--- src/rtl/assert_macros.svh ---
// ---------------------------------------------------------------------------
// assert_macros.svh
// Clocked assertion helpers shared by the qpc RTL.
// ---------------------------------------------------------------------------
`ifndef ASSERT_MACROS_SVH
`define ASSERT_MACROS_SVH

// Property must hold at every clock edge outside reset.
`define ASSERT_CLK(label, prop, msg) \
    label: assert property (@(posedge i_clk) disable iff (!i_rst_n) prop) \
        else $error(msg);

// Expression must never be true outside reset.
`define ASSERT_NEVER(label, expr, msg) \
    label: assert property (@(posedge i_clk) disable iff (!i_rst_n) !(expr)) \
        else $error(msg);

`endif

--- src/rtl/qpc_pkg.sv ---
`timescale 1ns / 1ps
// ---------------------------------------------------------------------------
// qpc_pkg
// Types, constants and helpers for the quadrature position counter.
// ---------------------------------------------------------------------------
package qpc_pkg;

    localparam int COUNT_WIDTH_DEF = 16;
    localparam int RAW_W           = 16;
    localparam int DET_W           = 14;
    localparam int STEP_W          = 8;
    localparam int CFG_IDX_W       = 2;
    localparam int DETENT_SHIFT    = 2;

    localparam logic signed [RAW_W-1:0] MIN_COUNT_RST  = 16'sd0;
    localparam logic signed [RAW_W-1:0] MAX_COUNT_RST  = 16'sd127;
    localparam logic [STEP_W-1:0]       CLICK_STEP_RST = 8'd10;

    typedef logic [1:0] t_phase;

    localparam t_phase PH_00 = 2'd0;
    localparam t_phase PH_01 = 2'd1;
    localparam t_phase PH_10 = 2'd2;
    localparam t_phase PH_11 = 2'd3;

    localparam logic [CFG_IDX_W-1:0] CFG_MIN_COUNT  = 2'd0;
    localparam logic [CFG_IDX_W-1:0] CFG_MAX_COUNT  = 2'd1;
    localparam logic [CFG_IDX_W-1:0] CFG_CLICK_STEP = 2'd2;

    typedef struct packed {
        logic pin_a;
        logic pin_b;
        logic button_n;
    } t_sample;

    typedef struct packed {
        logic signed [RAW_W-1:0] min_count;
        logic signed [RAW_W-1:0] max_count;
        logic [STEP_W-1:0]       click_step;
    } t_cfg;

    typedef struct packed {
        logic signed [DET_W-1:0] detent_position;
        logic signed [RAW_W-1:0] raw_count;
        logic                    moved;
        logic                    forward;
    } t_result;

    // Gray sequence 0-1-3-2-0 is the forward direction.
    function automatic logic is_forward(input t_phase from_ph, input t_phase to_ph);
        logic fwd;
        fwd = 1'b0;
        case (from_ph)
            PH_00:   fwd = (to_ph == PH_01);
            PH_01:   fwd = (to_ph == PH_11);
            PH_11:   fwd = (to_ph == PH_10);
            PH_10:   fwd = (to_ph == PH_00);
            default: fwd = 1'b0;
        endcase
        return fwd;
    endfunction

endpackage

--- src/rtl/qpc_update.sv ---
`timescale 1ns / 1ps
// ---------------------------------------------------------------------------
// qpc_update
// Phase decode, step, clamp and detent scaling; holds phase and count.
// ---------------------------------------------------------------------------
`include "assert_macros.svh"

module qpc_update #(
    parameter int COUNT_WIDTH = qpc_pkg::COUNT_WIDTH_DEF
) (
    input  logic             i_clk,
    input  logic             i_rst_n,
    input  logic             i_fire,
    input  qpc_pkg::t_sample i_sample,
    input  qpc_pkg::t_cfg    i_cfg,
    output qpc_pkg::t_result o_result
);
    import qpc_pkg::*;

    localparam int SUM_W = ((COUNT_WIDTH > RAW_W) ? COUNT_WIDTH : RAW_W) + 2;

    localparam logic signed [SUM_W-1:0] CMAX =
        {{(SUM_W-COUNT_WIDTH+1){1'b0}}, {(COUNT_WIDTH-1){1'b1}}};
    localparam logic signed [SUM_W-1:0] CMIN = ~CMAX;

    t_phase                         r_last_phase;
    logic signed [COUNT_WIDTH-1:0]  r_count;
    t_phase                         n_last_phase;
    logic signed [COUNT_WIDTH-1:0]  n_count;

    t_phase                  phase;
    logic                    moved;
    logic                    fwd;
    logic signed [SUM_W-1:0] step;
    logic signed [SUM_W-1:0] cur;
    logic signed [SUM_W-1:0] lim_lo;
    logic signed [SUM_W-1:0] lim_hi;
    logic signed [SUM_W-1:0] sum0;
    logic signed [SUM_W-1:0] sum1;
    logic signed [SUM_W-1:0] sum2;
    logic signed [SUM_W-1:0] sum3;
    logic signed [SUM_W-1:0] sum4;
    logic signed [RAW_W-1:0] raw;
    logic signed [SUM_W-1:0] raw_adj;

    always_comb begin
        phase  = {i_sample.pin_b, i_sample.pin_a};
        moved  = (phase != r_last_phase);
        fwd    = moved && is_forward(r_last_phase, phase);
        step   = !i_sample.button_n ? signed'({{(SUM_W-STEP_W){1'b0}}, i_cfg.click_step})
                                    : signed'(SUM_W'(1));
        cur    = signed'({{(SUM_W-COUNT_WIDTH){r_count[COUNT_WIDTH-1]}}, r_count});
        lim_lo = signed'({{(SUM_W-RAW_W){i_cfg.min_count[RAW_W-1]}}, i_cfg.min_count});
        lim_hi = signed'({{(SUM_W-RAW_W){i_cfg.max_count[RAW_W-1]}}, i_cfg.max_count});

        sum0 = !moved ? cur : (fwd ? cur + step : cur - step);
        sum1 = (sum0 < lim_lo) ? lim_lo : sum0;
        sum2 = (sum1 > lim_hi) ? lim_hi : sum1;
        sum3 = (sum2 < CMIN) ? CMIN : sum2;
        sum4 = (sum3 > CMAX) ? CMAX : sum3;

        raw     = sum4[RAW_W-1:0];
        raw_adj = sum4[SUM_W-1] ? sum4 + signed'(SUM_W'(3)) : sum4;

        o_result.detent_position = raw_adj[DET_W+DETENT_SHIFT-1:DETENT_SHIFT];
        o_result.raw_count       = raw;
        o_result.moved           = moved;
        o_result.forward         = fwd;

        n_last_phase = i_fire ? phase : r_last_phase;
        n_count      = i_fire ? sum4[COUNT_WIDTH-1:0] : r_count;
    end

    always_ff @(posedge i_clk) begin
        if (!i_rst_n) begin
            r_last_phase <= PH_00;
            r_count      <= '0;
        end else begin
            r_last_phase <= n_last_phase;
            r_count      <= n_count;
        end
    end

    `ASSERT_CLK(a_state_holds, !i_fire |=> $stable(r_last_phase) && $stable(r_count), "state changed without a request")
    `ASSERT_CLK(a_phase_tracks, i_fire |=> r_last_phase == $past(phase), "stored phase does not follow the sample")
    `ASSERT_NEVER(a_fwd_without_move, i_fire && o_result.forward && !o_result.moved, "forward flagged without a phase change")

endmodule

--- src/rtl/qpc_out_buf.sv ---
`timescale 1ns / 1ps
// ---------------------------------------------------------------------------
// qpc_out_buf
// Result register with one skid entry for the output channel.
// ---------------------------------------------------------------------------
`include "assert_macros.svh"

module qpc_out_buf (
    input  logic             i_clk,
    input  logic             i_rst_n,
    input  logic             i_push,
    input  qpc_pkg::t_result i_data,
    input  logic             i_stall,
    output logic             o_valid,
    output qpc_pkg::t_result o_data,
    output logic             o_full
);
    import qpc_pkg::*;

    logic    r_out_valid;
    logic    r_skid_valid;
    t_result r_out;
    t_result r_skid;
    logic    take;

    assign take    = r_out_valid && !i_stall;
    assign o_valid = r_out_valid;
    assign o_data  = r_out;
    assign o_full  = r_skid_valid;

    always_ff @(posedge i_clk) begin
        if (!i_rst_n) begin
            r_out_valid  <= 1'b0;
            r_skid_valid <= 1'b0;
        end else if (r_skid_valid) begin
            if (take) begin
                r_out_valid  <= 1'b1;
                r_skid_valid <= 1'b0;
            end
        end else if (i_push) begin
            if (!r_out_valid || take) begin
                r_out_valid <= 1'b1;
            end else begin
                r_skid_valid <= 1'b1;
            end
        end else if (take) begin
            r_out_valid <= 1'b0;
        end
    end

    always_ff @(posedge i_clk) begin
        if (r_skid_valid) begin
            if (take) begin
                r_out <= r_skid;
            end
        end else if (i_push) begin
            if (!r_out_valid || take) begin
                r_out <= i_data;
            end else begin
                r_skid <= i_data;
            end
        end
    end

    `ASSERT_NEVER(a_skid_without_out, r_skid_valid && !r_out_valid, "skid entry held with empty result register")
    `ASSERT_NEVER(a_push_when_full, i_push && r_skid_valid, "request pushed into a full buffer")

endmodule

--- src/rtl/quadrature_position_counter_top.sv ---
`timescale 1ns / 1ps
// ---------------------------------------------------------------------------
// quadrature_position_counter_top
// Quadrature encoder decoder with clamped raw count and detent position.
// ---------------------------------------------------------------------------
// One result per request, one request per clock when the output is not
// stalled. A request is captured in an input register, then decoded and
// counted, and its result is registered in the output register. A skid entry
// behind the output register lets one more request finish while the output
// is stalled; o_in_stall rises only when that entry is occupied. Limit writes
// take effect from the next request on; the user must write configuration
// only while no request is in flight. The block itself does not enforce this.

module quadrature_position_counter_top #(
    parameter int COUNT_WIDTH = qpc_pkg::COUNT_WIDTH_DEF
) (
    input  logic                                  i_clk,
    input  logic                                  i_rst_n,
    input  logic                                  i_in_valid,
    output logic                                  o_in_stall,
    input  logic                                  i_pin_a,
    input  logic                                  i_pin_b,
    input  logic                                  i_button_n,
    output logic                                  o_out_valid,
    input  logic                                  i_out_stall,
    output logic signed [qpc_pkg::DET_W-1:0]      o_detent_position,
    output logic signed [qpc_pkg::RAW_W-1:0]      o_raw_count,
    output logic                                  o_moved,
    output logic                                  o_forward,
    input  logic                                  i_cfg_we,
    input  logic [qpc_pkg::CFG_IDX_W-1:0]         i_cfg_index,
    input  logic [qpc_pkg::RAW_W-1:0]             i_cfg_data
);
    import qpc_pkg::*;

    t_cfg    r_cfg;
    logic    r_in_valid;
    t_sample r_in;
    logic    in_fire;
    logic    advance;
    logic    buf_full;
    t_result result;
    t_result out_data;

    assign o_in_stall = buf_full;
    assign in_fire    = i_in_valid && !buf_full;
    assign advance    = r_in_valid && !buf_full;

    always_ff @(posedge i_clk) begin
        if (!i_rst_n) begin
            r_cfg.min_count  <= MIN_COUNT_RST;
            r_cfg.max_count  <= MAX_COUNT_RST;
            r_cfg.click_step <= CLICK_STEP_RST;
        end else if (i_cfg_we) begin
            case (i_cfg_index)
                CFG_MIN_COUNT:  r_cfg.min_count  <= signed'(i_cfg_data);
                CFG_MAX_COUNT:  r_cfg.max_count  <= signed'(i_cfg_data);
                CFG_CLICK_STEP: r_cfg.click_step <= i_cfg_data[STEP_W-1:0];
                default:        ;
            endcase
        end
    end

    always_ff @(posedge i_clk) begin
        if (!i_rst_n) begin
            r_in_valid <= 1'b0;
        end else if (in_fire) begin
            r_in_valid <= 1'b1;
        end else if (advance) begin
            r_in_valid <= 1'b0;
        end
    end

    always_ff @(posedge i_clk) begin
        if (in_fire) begin
            r_in.pin_a    <= i_pin_a;
            r_in.pin_b    <= i_pin_b;
            r_in.button_n <= i_button_n;
        end
    end

    qpc_update #(
        .COUNT_WIDTH(COUNT_WIDTH)
    ) u_update (
        .i_clk    (i_clk),
        .i_rst_n  (i_rst_n),
        .i_fire   (advance),
        .i_sample (r_in),
        .i_cfg    (r_cfg),
        .o_result (result)
    );

    qpc_out_buf u_out_buf (
        .i_clk   (i_clk),
        .i_rst_n (i_rst_n),
        .i_push  (advance),
        .i_data  (result),
        .i_stall (i_out_stall),
        .o_valid (o_out_valid),
        .o_data  (out_data),
        .o_full  (buf_full)
    );

    assign o_detent_position = out_data.detent_position;
    assign o_raw_count       = out_data.raw_count;
    assign o_moved           = out_data.moved;
    assign o_forward         = out_data.forward;

endmodule

--- config.mk ---
export PLATFORM = sky130hd
export DESIGN_NAME = quadrature_position_counter_top
export DESIGN_NICKNAME = d
export VERILOG_FILES = /design/src/rtl/qpc_pkg.sv /design/src/rtl/qpc_update.sv /design/src/rtl/qpc_out_buf.sv /design/src/rtl/quadrature_position_counter_top.sv
export VERILOG_INCLUDE_DIRS = /design/src /design/src/rtl
export SDC_FILE = /design/constraint.sdc
export NUM_CORES = 1
export LEC_CHECK = 0
export ABC_CLOCK_PERIOD_IN_PS = 7750
export BUFFER_PORTS_ARGS = -buffer_cell sky130_fd_sc_hd__buf_2
export CAP_MARGIN = 20
export CORE_ASPECT_RATIO = 1.1
export CORE_MARGIN = 1.5
export CORE_UTILIZATION = 55
export DETAILED_ROUTE_END_ITERATION = 7
export HOLD_SLACK_MARGIN = 0.03
export MAX_ROUTING_LAYER = met4
export PLACE_DENSITY_LB_ADDON = 0.1
export SLEW_MARGIN = 5
export SYNTH_ARGS = -nofsm -noshare
export SYNTH_HDL_FRONTEND = slang
export SYNTH_HIERARCHICAL = 1
export SYNTH_SLANG_ARGS = --single-unit
--- constraint.sdc ---
create_clock -name i_clk -period 7.75 [get_ports i_clk]
set_input_delay 1.1625 -clock i_clk [delete_from_list [all_inputs] [get_ports i_clk]]
set_output_delay 1.1625 -clock i_clk [all_outputs]
set_load 0.01 [all_outputs]
== Word-level counts from Yosys, hierarchy flattened ==
Index checks and enable logic that the tools add are counted.
W data, S select, Z words.
Storage, ports and cells
  register bits after elaboration: 128
  output and inout bits: 34
  logic and storage cells: 84
Cells by class
  multiplexer cells: 24
  add/sub/neg operators: 3
  order comparisons: 4
  equality and inequality tests: 11
  reduce and logical (&&, ||, !) cells: 21
  bitwise gates (word level): 2
Operator list (number)
  $mux W32: 4
  $mux W18: 6
  $gt A18 B16 Y1: 1
  $gt A18 B16 Y1 const B: 1
  $lt A18 B16 Y1: 1
  $lt A18 B16 Y1 const B: 1
  $add A16 B9 Y17: 1
  $sub A16 B9 Y17: 1
  $add A16 B3 Y16 const B: 1
  $mux W16: 1
  $mux W1: 11
  $eq A2 B2 Y1 const B: 5
  $reduce_and A3 Y1: 3
  $mux W8: 1
  $reduce_bool A2 Y1: 4
  $eq A2 B1 Y1 const B: 3
  $logic_not A2 Y1: 3
  $reduce_and A2 Y1: 3
  $logic_and A1 B1 Y1: 4
  $pmux W1 S4: 1
  $logic_not A1 Y1: 3
  $ne A3 B1 Y1 const B: 1
  $ne A2 B2 Y1: 1
  $ne A2 B2 Y1 const B: 1
  2 further kinds: 3

== Longest topological paths before layout ==
  depth after elaboration: 18
  depth in mapped cells: 40
  gate-level depth less buffers: 35

== Modules after synthesis ==
The synthesis kept the hierarchy.
Modules (own cells, without submodules)
  qpc_update: area each 3970.1 um^2, instances 1, cells each 555
  qpc_out_buf: area each 2551.2 um^2, instances 1, cells each 112
  quadrature_position_counter_top: area each 1727.9 um^2, instances 1, cells each 166

== Least setup slack after synthesis ==
No wires, ideal clock.
  path kind: reg-to-reg
  start: register r_in[0] in the netlist's numbering
  end: register u_out_buf.r_out, in the netlist u_out_buf/o_data[19] (data pin)
  path buffers: 5
  data required time: 7.490 ns
  arrival time: 8.092 ns
  cell stages (with the launch flop): 37
  slack: -0.602 ns
  path through: edfxtp_1 -> or2_2 -> nor3_1 -> nor3b_1 -> o21a_1 -> ha_1 -> o21ai_0 -> o31ai_1 -> ha_1 -> a21oi_1 -> a21oi_1 -> nand3_1 -> a211o_1 -> and3_1 -> or2_2 -> ha_1 -> nand4_1 -> nor4b_1 -> o22ai_1 -> mux2_4 -> buf_2 -> clkbuf_1 -> nand2_1 -> o21ai_0 -> ha_1 -> a21oi_1 -> o21ai_0 -> a2111oi_1 -> a21bo_2 -> buf_2 -> buf_2 -> clkbuf_1 -> mux2_2 -> maj3_1 -> a21oi_1 -> nor2_1 -> mux2_4
RTL lines
  start, declared: RTL line quadrature_position_counter_top.sv:38  | t_sample r_in;
  end signal, assigned: RTL line qpc_out_buf.sv:54  | r_out <= r_skid;
  end signal, assigned: RTL line qpc_out_buf.sv:58  | r_out <= i_data;
  end, declared: RTL line qpc_out_buf.sv:22  | t_result r_out;

==> impl_metrics.py <==
metrics = {
    "synth": {
        "synth_area_leaders": "edfxtp_1 (24%), dfxtp_1 (15%), ha_1 (7.9%)",
        "synthFlopType": "edfxtp_1",
        "synth_top_cell_by_area": "edfxtp_1",
        "synth_common_cells": "nand2_1 (92), edfxtp_1 (67), dfxtp_1 (61), nor2_1 (58), mux2i_1 (55)",
        "yosysTopAreaCellShare": 0.244,
        "synth.avg_cell_area_um2": 9.90,
        "synth.most_common_cell": "nand2_1",
        "synth_area_um2": 8250,
        "syn_nets": 912,
        "ys_warn_count": 6,
        "syn_inst": 833,
        "seq_area_frac_synth": 0.392,
        "ys_seq_elements": 128,
        "synth_edf_count": 67,
        "async_flop_share": 0,
        "synth_cell_types": 72,
    },
    "clock_tree": {
        "numCtsBuffers": 17,
        "holdBufCountCts": 0,
        "cts_sinks": 128,
        "tritoncts": "done",
        "insertion_delay_ns": 0.43,
        "htree_num_levels": 4,
        "cts.path.max_buffers": 2,
        "clkSlewWorstSetupHoldPaths_ns": 0.06,
        "clockRootBuffer": "clkbuf_16",
    },
    "placement": {
        "portBuffers": 59,
        "dp_slack_ns": -0.357,
        "dp_cells": 1168,
        "routabilityCongestion": 1.00,
        "dp_hpwl_um": 17300,
    },
    "floorplanning": {
        "fp.dieW_um": 120,
        "core_um2": 14600,
        "rows": 46,
        "die_area_um2": 15700,
        "pin_count": 60,
        "die_h_um": 131,
        "start_util": 0.567,
    },
    "finish": {
        "final_cells": 1239,
        "layout-drive-gt1-share": 0.400,
        "areaGrowthSynthToFinish_pct": 34.4,
        "fin_nets": 1113,
        "diodes": 0,
    },
    "sta": {
        "final_hold_viol_count": 0,
        "finalSetupTns_ns": -2.19,
        "slew_viol_final": 0,
        "relSlewSlack": 0.432,
        "clock-skew-final_ns": 0.0153,
        "period_needed_ns": 7.96,
        "layout_setup_ws_ns": -0.208,
        "max_freq_mhz": 126,
        "setup_viol": 27,
        "fin_crit_sh": 1.03,
        "hold_slack_ns": 0.458,
        "tightest_slew_ns": 0.853,
        "rsz0062_at_grt": "true",
    },
    "setup_path": {
        "cp_num_buf_inv": 5,
        "path_class": "flip-flop to flip-flop",
        "crit_path_start_kind": "flip-flop",
        "cpPeakStageDelay_ns": 0.55,
        "endpoint_kind": "flip-flop",
        "crit_top_cell": "ha_1",
        "required_ns": 8.05,
        "critical_path.top_delay_family": "compound AO/OA/AOI/OAI gates",
        "path_max_fanout": 6,
        "slowest_stage": "or4_4",
        "worst_ep_arrival_time_ns": 8.25,
    },
    "flow_run": {
        "maxCapViolations": 0,
    },
    "route": {
        "vias": 7163,
        "drc_errors": 0,
        "initialDrtViolationCount": 494,
        "ant_nets": 0,
        "wire_per_inst_um": 19.9,
        "routed_wl_um": 24700,
        "vias_per_cell": 5.78,
        "drtPass1Iterations": 5,
    },
    "global_route": {
        "grt_remaining_overflow": 0,
        "antenna_found_initial": 0,
        "track_usage": 0.315,
        "grt_pass1_wl_um": 37100,
        "grt_pass1_vias": 7054,
        "grt_max_degree": 63,
    },
    "run_status": {
        "outcome": "complete, but fails checks",
        "violations": "negative setup slack",
    },
    "hold_path": {
        "hold_class": "flip-flop to flip-flop",
    },
}
area by class of cell:
cell class	instances	area [um^2]
Sequential cell	128	3230
Multi-Input combinational cell	617	5250
Clock buffer	17	425
Clock inverter	15	139
Inverter	51	194
Timing Repair Buffer	219	1610
Fill cell	1007	3480
Tap cell	192	240
flip-flops by register name, summed over array words and instances, names as in the netlist:
register,flops
u_out_buf/o_full,1
u_out_buf/o_valid,1
r_cfg,40
u_update/r_count,16
u_out_buf/o_data,32
r_in,3
r_in_valid,1
u_out_buf/r_skid,32
u_update/r_last_phase,2
metrics by stage:
stage	area, um^2	util
after floorplan	8300	-
after CTS	10400	0.715
final	11100	0.761
after global routing	11100	0.761
after global placement	9500	0.653
after detailed placement	9500	0.653
tightest hold or removal path, stage by stage, from the launching register on:
cell and delay, ns:
dfxtp_1 0.31, nand2_1 0.05, mux2i_1 0.05
cell families after synthesis:
group / Yosys count / share of synthesized area
adders and majority gates: 67 / 0.0984
muxes: 106 / 0.149
buffers and inverters: 90 / 0.0566
DFF: 128 / 0.392
and+or+nand+nor: 243 / 0.141
AOI/OAI and AO/OA: 175 / 0.137
xor gates and xnor gates: 24 / 0.0264
repair_timing:
action | CTS | global route
pin swaps | 26 | 48
gates cloned | 2 | 0
endpoints found under the setup margin | 49 | 73
resized for setup | 53 | 105
buffers inserted | 10 | 28
worst paths after layout:
kind | from | end | slack, ns | cells after the start
setup reg to reg | r_in[0] | u_out_buf/o_data[27] | -0.21 | 36
setup / recovery | r_in[0] | u_out_buf/o_data[27] | -0.21 | 36
hold / removal | r_cfg[22] | r_cfg[22] | 0.46 | 2
hold reg to reg | r_cfg[22] | r_cfg[22] | 0.46 | 2
per-layer routing:
metal	vias up	routed length (um)	GRT usage
met2	239	12100	0.512
met4	0	794	0.128
met1	3454	10600	0.397
li1	3432	-	-
met5	-	0	-
met3	38	1180	0.0408
layout by cell type (no fill, tap or decap), types with 23 or more instances in the layout:
master and n:
edfxtp_1 67, nor2_1 47, buf_4 135, dfxtp_1 60, inv_1 47, mux2i_1 53, nand2_1 88, o21ai_0 29
buf_2 59, ha_1 46, a21oi_1 42, buf_6 23, mux2_4 35
Power is left out: the tool's default activity adds up to more than one toggle a clock period on the data nets, which glitch-free logic cannot reach.
